File: src/rtl/sknr_pkg.sv
// Shared types and codes for the send-key nonce and rekey guard.
// Used by every module of the block; depends on nothing.
`timescale 1ns / 1ps

package sknr_pkg;

    localparam int TickWidth    = 64;
    localparam int AgeWidth     = 32;
    localparam int ApbAddrWidth = 6;
    localparam int ApbDataWidth = 64;

    // Request kinds
    localparam logic [1:0] REQ_PACKET    = 2'd0;
    localparam logic [1:0] REQ_INSTALL   = 2'd1;
    localparam logic [1:0] REQ_HANDSHAKE = 2'd2;
    localparam logic [1:0] REQ_RESP_SENT = 2'd3;

    // Result status codes
    localparam logic [2:0] ST_OK          = 3'd0;
    localparam logic [2:0] ST_NO_KEY      = 3'd1;
    localparam logic [2:0] ST_INVALID     = 3'd2;
    localparam logic [2:0] ST_TOO_OLD     = 3'd3;
    localparam logic [2:0] ST_NONCE_LIMIT = 3'd4;

    // Register indexes, one 8-byte slot each
    localparam logic [2:0] REG_REJECT_MSG = 3'd0;
    localparam logic [2:0] REG_REKEY_MSG  = 3'd1;
    localparam logic [2:0] REG_REJECT_AGE = 3'd2;
    localparam logic [2:0] REG_REKEY_AGE  = 3'd3;
    localparam logic [2:0] REG_HS_GAP     = 3'd4;

    // Register reset values
    localparam logic [63:0] RST_REJECT_MSG = 64'h1000_0000_0000_0000;
    localparam logic [63:0] RST_REKEY_MSG  = 64'h1000_0000_0000_0000;
    localparam logic [31:0] RST_REJECT_AGE = 32'd180000;
    localparam logic [31:0] RST_REKEY_AGE  = 32'd120000;
    localparam logic [31:0] RST_HS_GAP     = 32'd5000;

    typedef struct packed {
        logic [1:0]  req_type;
        logic [63:0] now_ticks;
        logic        install_as_initiator;
    } req_t;

    typedef struct packed {
        logic [2:0]  status;
        logic [63:0] nonce_out;
        logic        start_handshake;
        logic        key_usable;
    } rsp_t;

    typedef struct packed {
        logic [63:0] reject_message_limit;
        logic [63:0] rekey_message_limit;
        logic [31:0] reject_age_ticks;
        logic [31:0] rekey_age_ticks;
        logic [31:0] handshake_gap_ticks;
    } cfg_t;

endpackage

File: src/rtl/sknr_cfg.sv
// APB register file for the guard limits and ages.
// Depends on sknr_pkg for cfg_t, register indexes and reset values.
`timescale 1ns / 1ps

module sknr_cfg (
    input  logic                                clk,
    input  logic                                rst_n,
    input  logic                                psel,
    input  logic                                penable,
    input  logic                                pwrite,
    input  logic [sknr_pkg::ApbAddrWidth-1:0]   paddr,
    input  logic [sknr_pkg::ApbDataWidth-1:0]   pwdata,
    output logic [sknr_pkg::ApbDataWidth-1:0]   prdata,
    output logic                                pready,
    output sknr_pkg::cfg_t                      cfg
);

    sknr_pkg::cfg_t cfg_reg;
    logic [2:0]     reg_index;
    logic           wr_en;

    // Registers sit on 8-byte boundaries
    assign reg_index = paddr[5:3];
    assign wr_en     = psel && penable && pwrite;
    assign pready    = 1'b1;
    assign cfg       = cfg_reg;

    always_ff @(posedge clk or negedge rst_n)
    begin
        if (!rst_n)
        begin
            cfg_reg.reject_message_limit <= sknr_pkg::RST_REJECT_MSG;
            cfg_reg.rekey_message_limit  <= sknr_pkg::RST_REKEY_MSG;
            cfg_reg.reject_age_ticks     <= sknr_pkg::RST_REJECT_AGE;
            cfg_reg.rekey_age_ticks      <= sknr_pkg::RST_REKEY_AGE;
            cfg_reg.handshake_gap_ticks  <= sknr_pkg::RST_HS_GAP;
        end
        else if (wr_en)
        begin
            case (reg_index)
                sknr_pkg::REG_REJECT_MSG: cfg_reg.reject_message_limit <= pwdata;
                sknr_pkg::REG_REKEY_MSG:  cfg_reg.rekey_message_limit  <= pwdata;
                sknr_pkg::REG_REJECT_AGE: cfg_reg.reject_age_ticks     <= pwdata[31:0];
                sknr_pkg::REG_REKEY_AGE:  cfg_reg.rekey_age_ticks      <= pwdata[31:0];
                sknr_pkg::REG_HS_GAP:     cfg_reg.handshake_gap_ticks  <= pwdata[31:0];
                default: ;
            endcase
        end
    end

    always_comb
    begin
        case (reg_index)
            sknr_pkg::REG_REJECT_MSG: prdata = cfg_reg.reject_message_limit;
            sknr_pkg::REG_REKEY_MSG:  prdata = cfg_reg.rekey_message_limit;
            sknr_pkg::REG_REJECT_AGE: prdata = {32'd0, cfg_reg.reject_age_ticks};
            sknr_pkg::REG_REKEY_AGE:  prdata = {32'd0, cfg_reg.rekey_age_ticks};
            sknr_pkg::REG_HS_GAP:     prdata = {32'd0, cfg_reg.handshake_gap_ticks};
            default:                  prdata = '0;
        endcase
    end

endmodule

File: src/rtl/sknr_core.sv
// Key state and single-pass evaluation of one request word.
// Depends on sknr_pkg for req_t, rsp_t, cfg_t and the status codes.
`timescale 1ns / 1ps

module sknr_core (
    input  logic           clk,
    input  logic           rst_n,
    input  logic           step,
    input  sknr_pkg::req_t req,
    input  sknr_pkg::cfg_t cfg,
    output sknr_pkg::rsp_t rsp
);

    logic [63:0] counter_reg, counter_next;
    logic [63:0] birth_reg, birth_next;
    logic        valid_reg, valid_next;
    logic        present_reg, present_next;
    logic        initiator_reg, initiator_next;
    logic [63:0] last_hs_reg, last_hs_next;
    logic        hs_sent_reg, hs_sent_next;

    logic [63:0] key_age;
    logic [63:0] hs_age;
    logic [63:0] counter_inc;
    logic        too_old;
    logic        rekey_old;
    logic        gap_ok;
    logic [2:0]  status;
    logic [63:0] nonce;
    logic        start;

    assign key_age     = req.now_ticks - birth_reg;
    assign hs_age      = req.now_ticks - last_hs_reg;
    assign counter_inc = counter_reg + 64'd1;
    assign too_old     = key_age >= {32'd0, cfg.reject_age_ticks};
    assign rekey_old   = key_age >= {32'd0, cfg.rekey_age_ticks};
    assign gap_ok      = !hs_sent_reg || (hs_age > {32'd0, cfg.handshake_gap_ticks});

    always_comb
    begin
        counter_next   = counter_reg;
        birth_next     = birth_reg;
        valid_next     = valid_reg;
        present_next   = present_reg;
        initiator_next = initiator_reg;
        last_hs_next   = last_hs_reg;
        hs_sent_next   = hs_sent_reg;
        status         = sknr_pkg::ST_OK;
        nonce          = '0;
        start          = 1'b0;

        case (req.req_type)
            sknr_pkg::REQ_PACKET:
            begin
                if (!present_reg)
                begin
                    status = sknr_pkg::ST_NO_KEY;
                    start  = gap_ok;
                end
                else if (!valid_reg)
                begin
                    status = sknr_pkg::ST_INVALID;
                end
                else if (too_old)
                begin
                    valid_next = 1'b0;
                    status     = sknr_pkg::ST_TOO_OLD;
                end
                else
                begin
                    // counter advances even when the nonce is refused
                    counter_next = counter_inc;
                    if (counter_reg >= cfg.reject_message_limit)
                    begin
                        valid_next = 1'b0;
                        status     = sknr_pkg::ST_NONCE_LIMIT;
                    end
                    else
                    begin
                        nonce = counter_reg;
                        if ((counter_inc > cfg.rekey_message_limit) ||
                            (initiator_reg && rekey_old))
                        begin
                            start = gap_ok;
                        end
                    end
                end
            end
            sknr_pkg::REQ_INSTALL:
            begin
                counter_next   = '0;
                birth_next     = req.now_ticks;
                valid_next     = 1'b1;
                present_next   = 1'b1;
                initiator_next = req.install_as_initiator;
            end
            sknr_pkg::REQ_HANDSHAKE:
            begin
                start = gap_ok;
            end
            sknr_pkg::REQ_RESP_SENT:
            begin
                last_hs_next = req.now_ticks;
                hs_sent_next = 1'b1;
            end
            default: ;
        endcase

        // stamp an issued initiation
        if (start)
        begin
            last_hs_next = req.now_ticks;
            hs_sent_next = 1'b1;
        end
    end

    assign rsp.status          = status;
    assign rsp.nonce_out       = nonce;
    assign rsp.start_handshake = start;
    assign rsp.key_usable      = valid_next;

    always_ff @(posedge clk or negedge rst_n)
    begin
        if (!rst_n)
        begin
            counter_reg   <= '0;
            birth_reg     <= '0;
            valid_reg     <= 1'b0;
            present_reg   <= 1'b0;
            initiator_reg <= 1'b0;
            last_hs_reg   <= '0;
            hs_sent_reg   <= 1'b0;
        end
        else if (step)
        begin
            counter_reg   <= counter_next;
            birth_reg     <= birth_next;
            valid_reg     <= valid_next;
            present_reg   <= present_next;
            initiator_reg <= initiator_next;
            last_hs_reg   <= last_hs_next;
            hs_sent_reg   <= hs_sent_next;
        end
    end

endmodule

File: src/rtl/send_key_nonce_and_rekey_guard_core.sv
// Top level of the send-key nonce and rekey guard: input and result registers.
// Depends on sknr_pkg, sknr_cfg and sknr_core.
//
//   channel | direction | handshake             | word
//   --------+-----------+-----------------------+----------------------
//   req     | in        | req_valid / req_stall | sknr_pkg::req_t
//   rsp     | out       | rsp_valid / rsp_stall | sknr_pkg::rsp_t
//   apb     | in        | psel / penable        | 64-bit register data
//
// One word per cycle sustained while rsp_stall stays low; each accepted request
// word passes the input register, then the result register, to its result word.
// The key state updates as the word moves from the input register to the
// result register, so consecutive words see each other's effect.
// A stalled result register holds and backs up into req_stall at once.
// Reset clears the key state and loads the register defaults.
`timescale 1ns / 1ps

module send_key_nonce_and_rekey_guard_core (
    input  logic                                clk,
    input  logic                                rst_n,
    input  logic                                req_valid,
    output logic                                req_stall,
    input  sknr_pkg::req_t                      req,
    output logic                                rsp_valid,
    input  logic                                rsp_stall,
    output sknr_pkg::rsp_t                      rsp,
    input  logic                                psel,
    input  logic                                penable,
    input  logic                                pwrite,
    input  logic [sknr_pkg::ApbAddrWidth-1:0]   paddr,
    input  logic [sknr_pkg::ApbDataWidth-1:0]   pwdata,
    output logic [sknr_pkg::ApbDataWidth-1:0]   prdata,
    output logic                                pready
);

    sknr_pkg::cfg_t cfg;
    sknr_pkg::req_t req_reg;
    sknr_pkg::rsp_t rsp_reg;
    sknr_pkg::rsp_t rsp_next;
    logic           req_valid_reg;
    logic           rsp_valid_reg;
    logic           advance;
    logic           req_take;

    assign advance   = !rsp_valid_reg || !rsp_stall;
    assign req_stall = req_valid_reg && !advance;
    assign req_take  = req_valid && !req_stall;

    sknr_cfg u_cfg (
        .clk     (clk),
        .rst_n   (rst_n),
        .psel    (psel),
        .penable (penable),
        .pwrite  (pwrite),
        .paddr   (paddr),
        .pwdata  (pwdata),
        .prdata  (prdata),
        .pready  (pready),
        .cfg     (cfg)
    );

    sknr_core u_core (
        .clk   (clk),
        .rst_n (rst_n),
        .step  (req_valid_reg && advance),
        .req   (req_reg),
        .cfg   (cfg),
        .rsp   (rsp_next)
    );

    always_ff @(posedge clk or negedge rst_n)
    begin
        if (!rst_n)
        begin
            req_valid_reg <= 1'b0;
            rsp_valid_reg <= 1'b0;
        end
        else
        begin
            if (advance)
            begin
                rsp_valid_reg <= req_valid_reg;
            end
            if (req_take)
            begin
                req_valid_reg <= 1'b1;
            end
            else if (advance)
            begin
                req_valid_reg <= 1'b0;
            end
        end
    end

    always_ff @(posedge clk)
    begin
        if (req_take)
        begin
            req_reg <= req;
        end
        if (advance && req_valid_reg)
        begin
            rsp_reg <= rsp_next;
        end
    end

    assign rsp_valid = rsp_valid_reg;
    assign rsp       = rsp_reg;

endmodule

File: config.mk
export PLATFORM = sky130hd
export DESIGN_NAME = send_key_nonce_and_rekey_guard_core
export DESIGN_NICKNAME = d
export VERILOG_FILES = /design/src/rtl/sknr_pkg.sv /design/src/rtl/sknr_cfg.sv /design/src/rtl/sknr_core.sv /design/src/rtl/send_key_nonce_and_rekey_guard_core.sv
export SDC_FILE = /design/constraint.sdc
export NUM_CORES = 1
export LEC_CHECK = 0
export BUFFER_PORTS_ARGS = -buffer_cell sky130_fd_sc_hd__buf_2
export CORE_MARGIN = 10
export CORE_UTILIZATION = 25
export CTS_CLUSTER_DIAMETER = 100
export DETAILED_ROUTE_END_ITERATION = 8
export HOLD_SLACK_MARGIN = 0.12
export PLACE_DENSITY = 0.45
export SLEW_MARGIN = 25
export SYNTH_ARGS = -nofsm -noshare
export SYNTH_HDL_FRONTEND = slang
export SYNTH_HIERARCHICAL = 1
export SYNTH_SLANG_ARGS = --single-unit
File: constraint.sdc
create_clock -name clk -period 18.2 [get_ports clk]
set_input_delay 1.82 -clock clk [delete_from_list [all_inputs] [get_ports clk]]
set_output_delay 1.82 -clock clk [all_outputs]
set_load 0.03 [all_outputs]
==> impl_metrics.toml, run 1 <==
[outcome]
outcome = "completed"

[yosys]
ys_types = 92
synth_edf_count = 136
synth_area_per_cell_um2 = 9.23
synth_ff_type = "dfrtp_1"
ys_warn_count = 6
synth_area_leaders = "dfrtp_1, ha_1, edfxtp_1"
synth_fp_nets = 4912
synth_cells = 4415
synth.largest_area_cell = "dfrtp_1"
synth_top_area_share_pct = 24.5
ys_ff_latch = 558
syn-cell-area_mm2 = 0.0408
postSynth.asyncResetShare_pct = 75.6
seq_area_frac_synth_pct = 36.0

[clocking]
cts_resized = 0
cts.sinks = 558
cts_setup_buffers = 0
insertion_delay_ns = 0.70
cts_max_level = 3
cts_buffers = 73
cts_root_buf = "clkbuf_16"
cts.path.max_buffers = 3
clkTransAtPathRegs_ns = 0.06
cts_tree = "yes"
holdBufCountCts = 0

[die]
die_height_um = 424
num_rows = 148
start_util_pct = 25.1
die_w_um = 424
ios = 280
die_area_mm2 = 0.180
core_mm2 = 0.162

[global_routing]
grt_pass1_vias = 34500
grt-ovfl-total = 0
grt_max_degree = 134
antenna_found_initial = 29
grt_pass1_wl_um = 224000
grt_usage_pct = 16.0

[worst_setup_path]
cp_cell_sequence = "ha_1 > nand4_1 > nor3_1 > a21boi_0 > nor2_1 > nor2b_1 > xnor2_1 > ha_1 > nand4_1 > nor2_1 > nand3_1 > nor4_1 > a211o_1 > o2111ai_1 > a2111oi_0 > nand3_1 > nor4b_1 > and4_4 > buf_4 > a31oi_1 > o311ai_0"
cp_slowest_cell = "a21boi_0"
critPathRequiredTime_ns = 18.74
r2r_start = "req_reg[30]"
cpPeakStageDelay_ns = 0.82
worstReg2RegEnd = "u_core/last_hs_reg[1]"
critPathKind = "flop to flop"
crit_path_end_kind = "flop"
cp_max_fo = 84
regToRegSetupSlack_ns = 9.54
rr_worst_depth = 21
cp-start-kind = "flop"
critPathArrivalTime_ns = 9.19

[job]
max_cap_viol_count = 0

[sta]
setup_tns_ns = 0
max_slew_margin_pct = 26.3
rsz0062_at_grt = "false"
setup_slack_ns = 9.54
finalSetupViolCount = 0
max_freq_ghz = 0.115
finalCritPeriodShare_pct = 47.6
hold_viol = 0
finalMaxSlewViolations = 0
fin_skew_ns = 0.0423
period_needed_ns = 8.66
hold_slack_ns = 0.485
worst_pin_slew_ns = 1.09

[finish]
fin_nets = 5034
largest_reg_flops = 224
drive_gt1_share_pct = 18.2
area_delta_synth_final_pct = 14.5
final_cell_mix = "inv_1, dfrtp_1, ha_1"
final_common_cell = "inv_1"

[detailed_routing]
via_per_inst = 5.18
routed_wl_um = 150000
drc = 0
vias = 35100
drt_first_iter_violations = 2644
drtPass1Iterations = 5
ant_nets = 0
wl_per_cell_um = 22.2

[placement]
port_buffers = 275
dp_hpwl_um = 116000
post-place-ws_ns = 9.47
gp_congestion = 0.908

[power_and_ir_drop]
ir_worst_vdd_mv = 0.0779
power_uw = 5340
powerDensity_mw_per_mm2 = 114
leakage_uw = 0.0198

[worst_hold_path]
holdCritPathClass = "flop to flop"
holdCritStartpoint = "u_core/birth_reg[0]"
min_path_cells = 2
hold-path-endpoint = "u_core/birth_reg[0]"
-- worst max-delay path: cells and delay by family, from the launching register on --
kind	cells	cell delay [ns]
fa+ha+maj	2	0.83
flops	1	0.53
compound gates	6	2.27
buf+inv	1	0.77
simple gates	11	3.80
xor+xnor	1	0.18
-- routing by layer --
layer,GRT usage (%),routed length (um)
met2,26.5,70000
met1,21.4,69000
met3,2.27,5750
met5,0,13
met4,5.27,5290
-- cell type report --
| class | count | area [um2] |
|---|---|---|
| clock inverter | 35 | 434 |
| multi-input combinational | 3176 | 23500 |
| sequential | 558 | 14700 |
| timing repair buffer | 318 | 1730 |
| fill | 17300 | 116000 |
| clock buffer | 100 | 2050 |
| inverter | 410 | 1540 |
| antenna | 3 | 7.51 |
| tap | 2175 | 2720 |
-- logic make-up after synthesis --
logic type               share of synthesized area [%]
AND/OR/NAND/NOR                                   14.3
AO/OA/AOI/OAI                                     19.8
XOR/XNOR                                          3.11
adder cells (fa/ha/maj)                           10.9
other                                          0.00920
multiplexers                                      9.31
buffers and inverters                             6.57
flip-flops                                        36.0
-- per-stage QoR --
step / util, % / area (um2) / instances
after global placement: 27.2 / 44200 / 6636
after CTS: 28.7 / 46700 / 6772
after floorplan: - / 40800 / 4415
after global routing: 28.7 / 46700 / 6773
final: 28.7 / 46700 / 6775
after detailed placement: 27.2 / 44200 / 6637
-- synthesized netlist by cell type (74+ instances only) --
cell type / instances
inv_1: 410
nand3_1: 140
o21ai_0: 189
o22ai_1: 74
nor2_1: 170
a31oi_1: 85
ha_1: 351
and2_1: 75
a21oi_1: 252
nand4_1: 110
clkbuf_1: 207
xnor2_1: 98
edfxtp_1: 136
dfrtp_1: 399
nand2_1: 343
mux2_2: 323
o211ai_1: 92
-- worst max path at each step --
stage	startpoint	end	slack [ns]
floorplan	rsp_stall	u_core/counter_reg[44]	9.45
global placement	req_reg[30]	u_core/last_hs_reg[0]	9.61
detailed placement	req_reg[31]	u_core/last_hs_reg[2]	9.47
CTS	req_reg[30]	u_core/last_hs_reg[2]	9.46
global route	req_reg[31]	u_core/last_hs_reg[1]	9.17
finish	req_reg[30]	u_core/last_hs_reg[1]	9.54
-- report_power, final --
group          internal, uW  leakage, uW  switching, uW  total [uW]
Clock                   861      0.00120            628        1490
Combinational           839       0.0121           1350        2190
Sequential             1490      0.00654            170        1660
Total                  3190       0.0198           2150        5340
Power figures use the tool's default switching activity.
==> run 2, diff against run 1 <==
- ABC_AREA: not set -> 1
- clock period: 18.2 -> 8.02 ns (I/O delays scaled with it)
==> impl_metrics.toml, run 2 <==
[yosys]
synth_area_per_cell_um2 = 7.00
synth.most_common_cell = "nand2_1"
ys_types = 54
synth_top_area_share_pct = 24.2
synth_fp_nets = 6386
synth_area_leaders = "dfrtp_1, nand2_1, ha_1"
ys_ff_latch = 558
synth.largest_area_cell = "dfrtp_1"
seq_area_frac_synth_pct = 35.6
postSynth.asyncResetShare_pct = 75.6
synthTopCellsByCount = "nand2_1, inv_1, nor2_1"
synth_edf_count = 136
syn-cell-area_mm2 = 0.0412
synth_cells = 5889
synth_ff_type = "dfrtp_1"
ys_warn_count = 6

[finish]
drive_gt1_share_pct = 8.87
largest_reg_flops = 224
stdcell_area_mm2 = 0.0476
fin_cells = 8356
area_delta_synth_final_pct = 15.6
fin_nets = 6612
final_cell_mix = "nand2_1, inv_1, nor2_1"
final_common_cell = "nand2_1"

[power_and_ir_drop]
leakage_uw = 0.0243
powerDensity_mw_per_mm2 = 272
power_uw = 12900
ir_worst_vdd_mv = 0.161

[placement]
gp_congestion = 0.932
dp_hpwl_um = 131000
post-place-cells = 8209
dpl_cell_area_mm2 = 0.0448
port_buffers = 275

[worst_setup_path]
critPathKind = "flop to flop"
crit_path_end_kind = "flop"
critPathRequiredTime_ns = 8.61
regToRegSetupSlack_ns = 1.02
r2r_start = "u_core/counter_reg[0]"
cp-endpoint = "u_core/last_hs_reg[1]"
crit_start = "u_core/counter_reg[0]"
rr_worst_depth = 33
cp-start-kind = "flop"
worstReg2RegEnd = "u_core/last_hs_reg[1]"
cp_slowest_cell = "dfrtp_1"
cp_max_fo = 64
cp_common_cell = "nand2_1"
cpPeakStageDelay_ns = 0.61
critPathArrivalTime_ns = 7.59

[job]
max_cap_viol_count = 0

[die]
ios = 280
die_height_um = 426
start_util_pct = 25.2
die_w_um = 426
num_rows = 148
die_area_mm2 = 0.181
core_mm2 = 0.163

[clocking]
insertion_delay_ns = 0.73
cts.sinks = 558
cts.path.max_buffers = 3
cts_root_buf = "clkbuf_16"
cts_max_level = 3
cts_resized = 0
cts_tree = "yes"
clkTransAtPathRegs_ns = 0.06
cts_buffers = 77

[sta]
max_slew_margin_pct = 34.4
max_freq_ghz = 0.143
fin_skew_ns = 0.0773
finalMaxSlewViolations = 0
rsz0062_at_grt = "false"
hold_viol = 0
period_needed_ns = 7.00
finalCritPeriodShare_pct = 87.2
finalSetupViolCount = 0
setup_tns_ns = 0
worst_pin_slew_ns = 0.982

[global_routing]
grt_pass1_vias = 38100
grt_max_degree = 123
antenna_found_initial = 27
grt_pass1_wl_um = 243000
grt_usage_pct = 17.5
grt-ovfl-total = 0

[detailed_routing]
drt_first_iter_violations = 2853
drc = 0
wl_per_cell_um = 19.6
vias = 38900
drtPass1Iterations = 6
via_per_inst = 4.66
routed_wl_um = 164000
ant_nets = 0

[worst_hold_path]
holdCritPathClass = "primary input to flop"

[outcome]
outcome = "completed"
## run 2: changes by cell type in the layout (fill, tap and decap cells not counted), sizes merged, moves of 69 or more
cell and delta:
o211ai -83, a31oi -72, inv +685, mux2 -321, nor2 +294, o21ai +169, nand2 +1353, nand3 +173
xnor2 -94, and2 -70, o311ai -69, nor3 +86
## run 2: layout make-up
cell class,instances,area [um2]
timing repair buffer,307,1680
clock inverter,38,582
multi-input combinational,4078,21700
tap,2175,2720
fill,18300,116000
clock buffer,106,2200
inverter,1093,4100
antenna,1,2.50
sequential,558,14700
## run 2: routing by layer
layer  wire, um  track usage (%)  up-vias  part of all wire (%)
li1           -                -    19300                     -
met1      71400             22.0    18400                    44
met2      79400             30.6      959                    48
met3       7320             2.41      250                   4.5
met4       5740             5.76       10                   3.5
met5         68                0        -                 0.041
## run 2: worst min path at each step
stage	startpoint	to	slack, ns	cells past startpoint
2_1_floorplan	u_core/hs_sent_reg	u_core/hs_sent_reg	0.42	2
3_3_place_gp	u_core/hs_sent_reg	u_core/hs_sent_reg	0.43	2
3_5_place_dp	u_core/hs_sent_reg	u_core/hs_sent_reg	0.44	2
4_1_cts	req[54]	req_reg[54]	0.21	1
5_1_grt	req[39]	req_reg[39]	0.22	1
6_report	req[37]	req_reg[37]	0.27	1
## run 2: what timing repair did
action	4_1_cts	5_1_grt
buffers inserted	0	0
endpoints found under the hold margin	16	0
hold buffers	1	0
## run 2: kinds of logic (layout without fill, tap and decap cells)
family                     Yosys count  in the layout  synth area share (%)
buffers and inverters             1253           1544                  12.0
other                                1              2               0.00910
AOI/OAI and AO/OA                  799            799                  10.5
DFF                                558            558                  35.6
adders and majority gates          353            353                  10.8
muxes                                2              2                0.0547
xor gates and xnor gates           117            117                  2.49
and+or+nand+nor                   2806           2806                  28.6
## run 2: metrics by stage
stage / util (%) / hold WS (ns) / worst slack, ns
global route: 29.2 / 0.224 / 0.335
detailed placement: 27.4 / 0.442 / 1.04
global placement: 27.4 / 0.432 / 1.22
finish: 29.2 / 0.272 / 1.02
floorplan: - / 0.417 / 2.26
CTS: 29.1 / 0.207 / 0.874
## run 2: worst max-delay path: cells and delay by family (launching register included)
kind,cells,cell delay [ns]
simple gates,26,4.63
buf+inv,5,0.96
xor+xnor,1,0.21
fa+ha+maj,1,0.29
flops,1,0.61
## run 2: where the power goes
part | total (uW) | switching (uW) | internal, uW
sequential | 3850 | 421 | 3430
clock | 3720 | 1530 | 2190
combinational | 5370 | 3610 | 1760
total | 12900 | 5560 | 7380
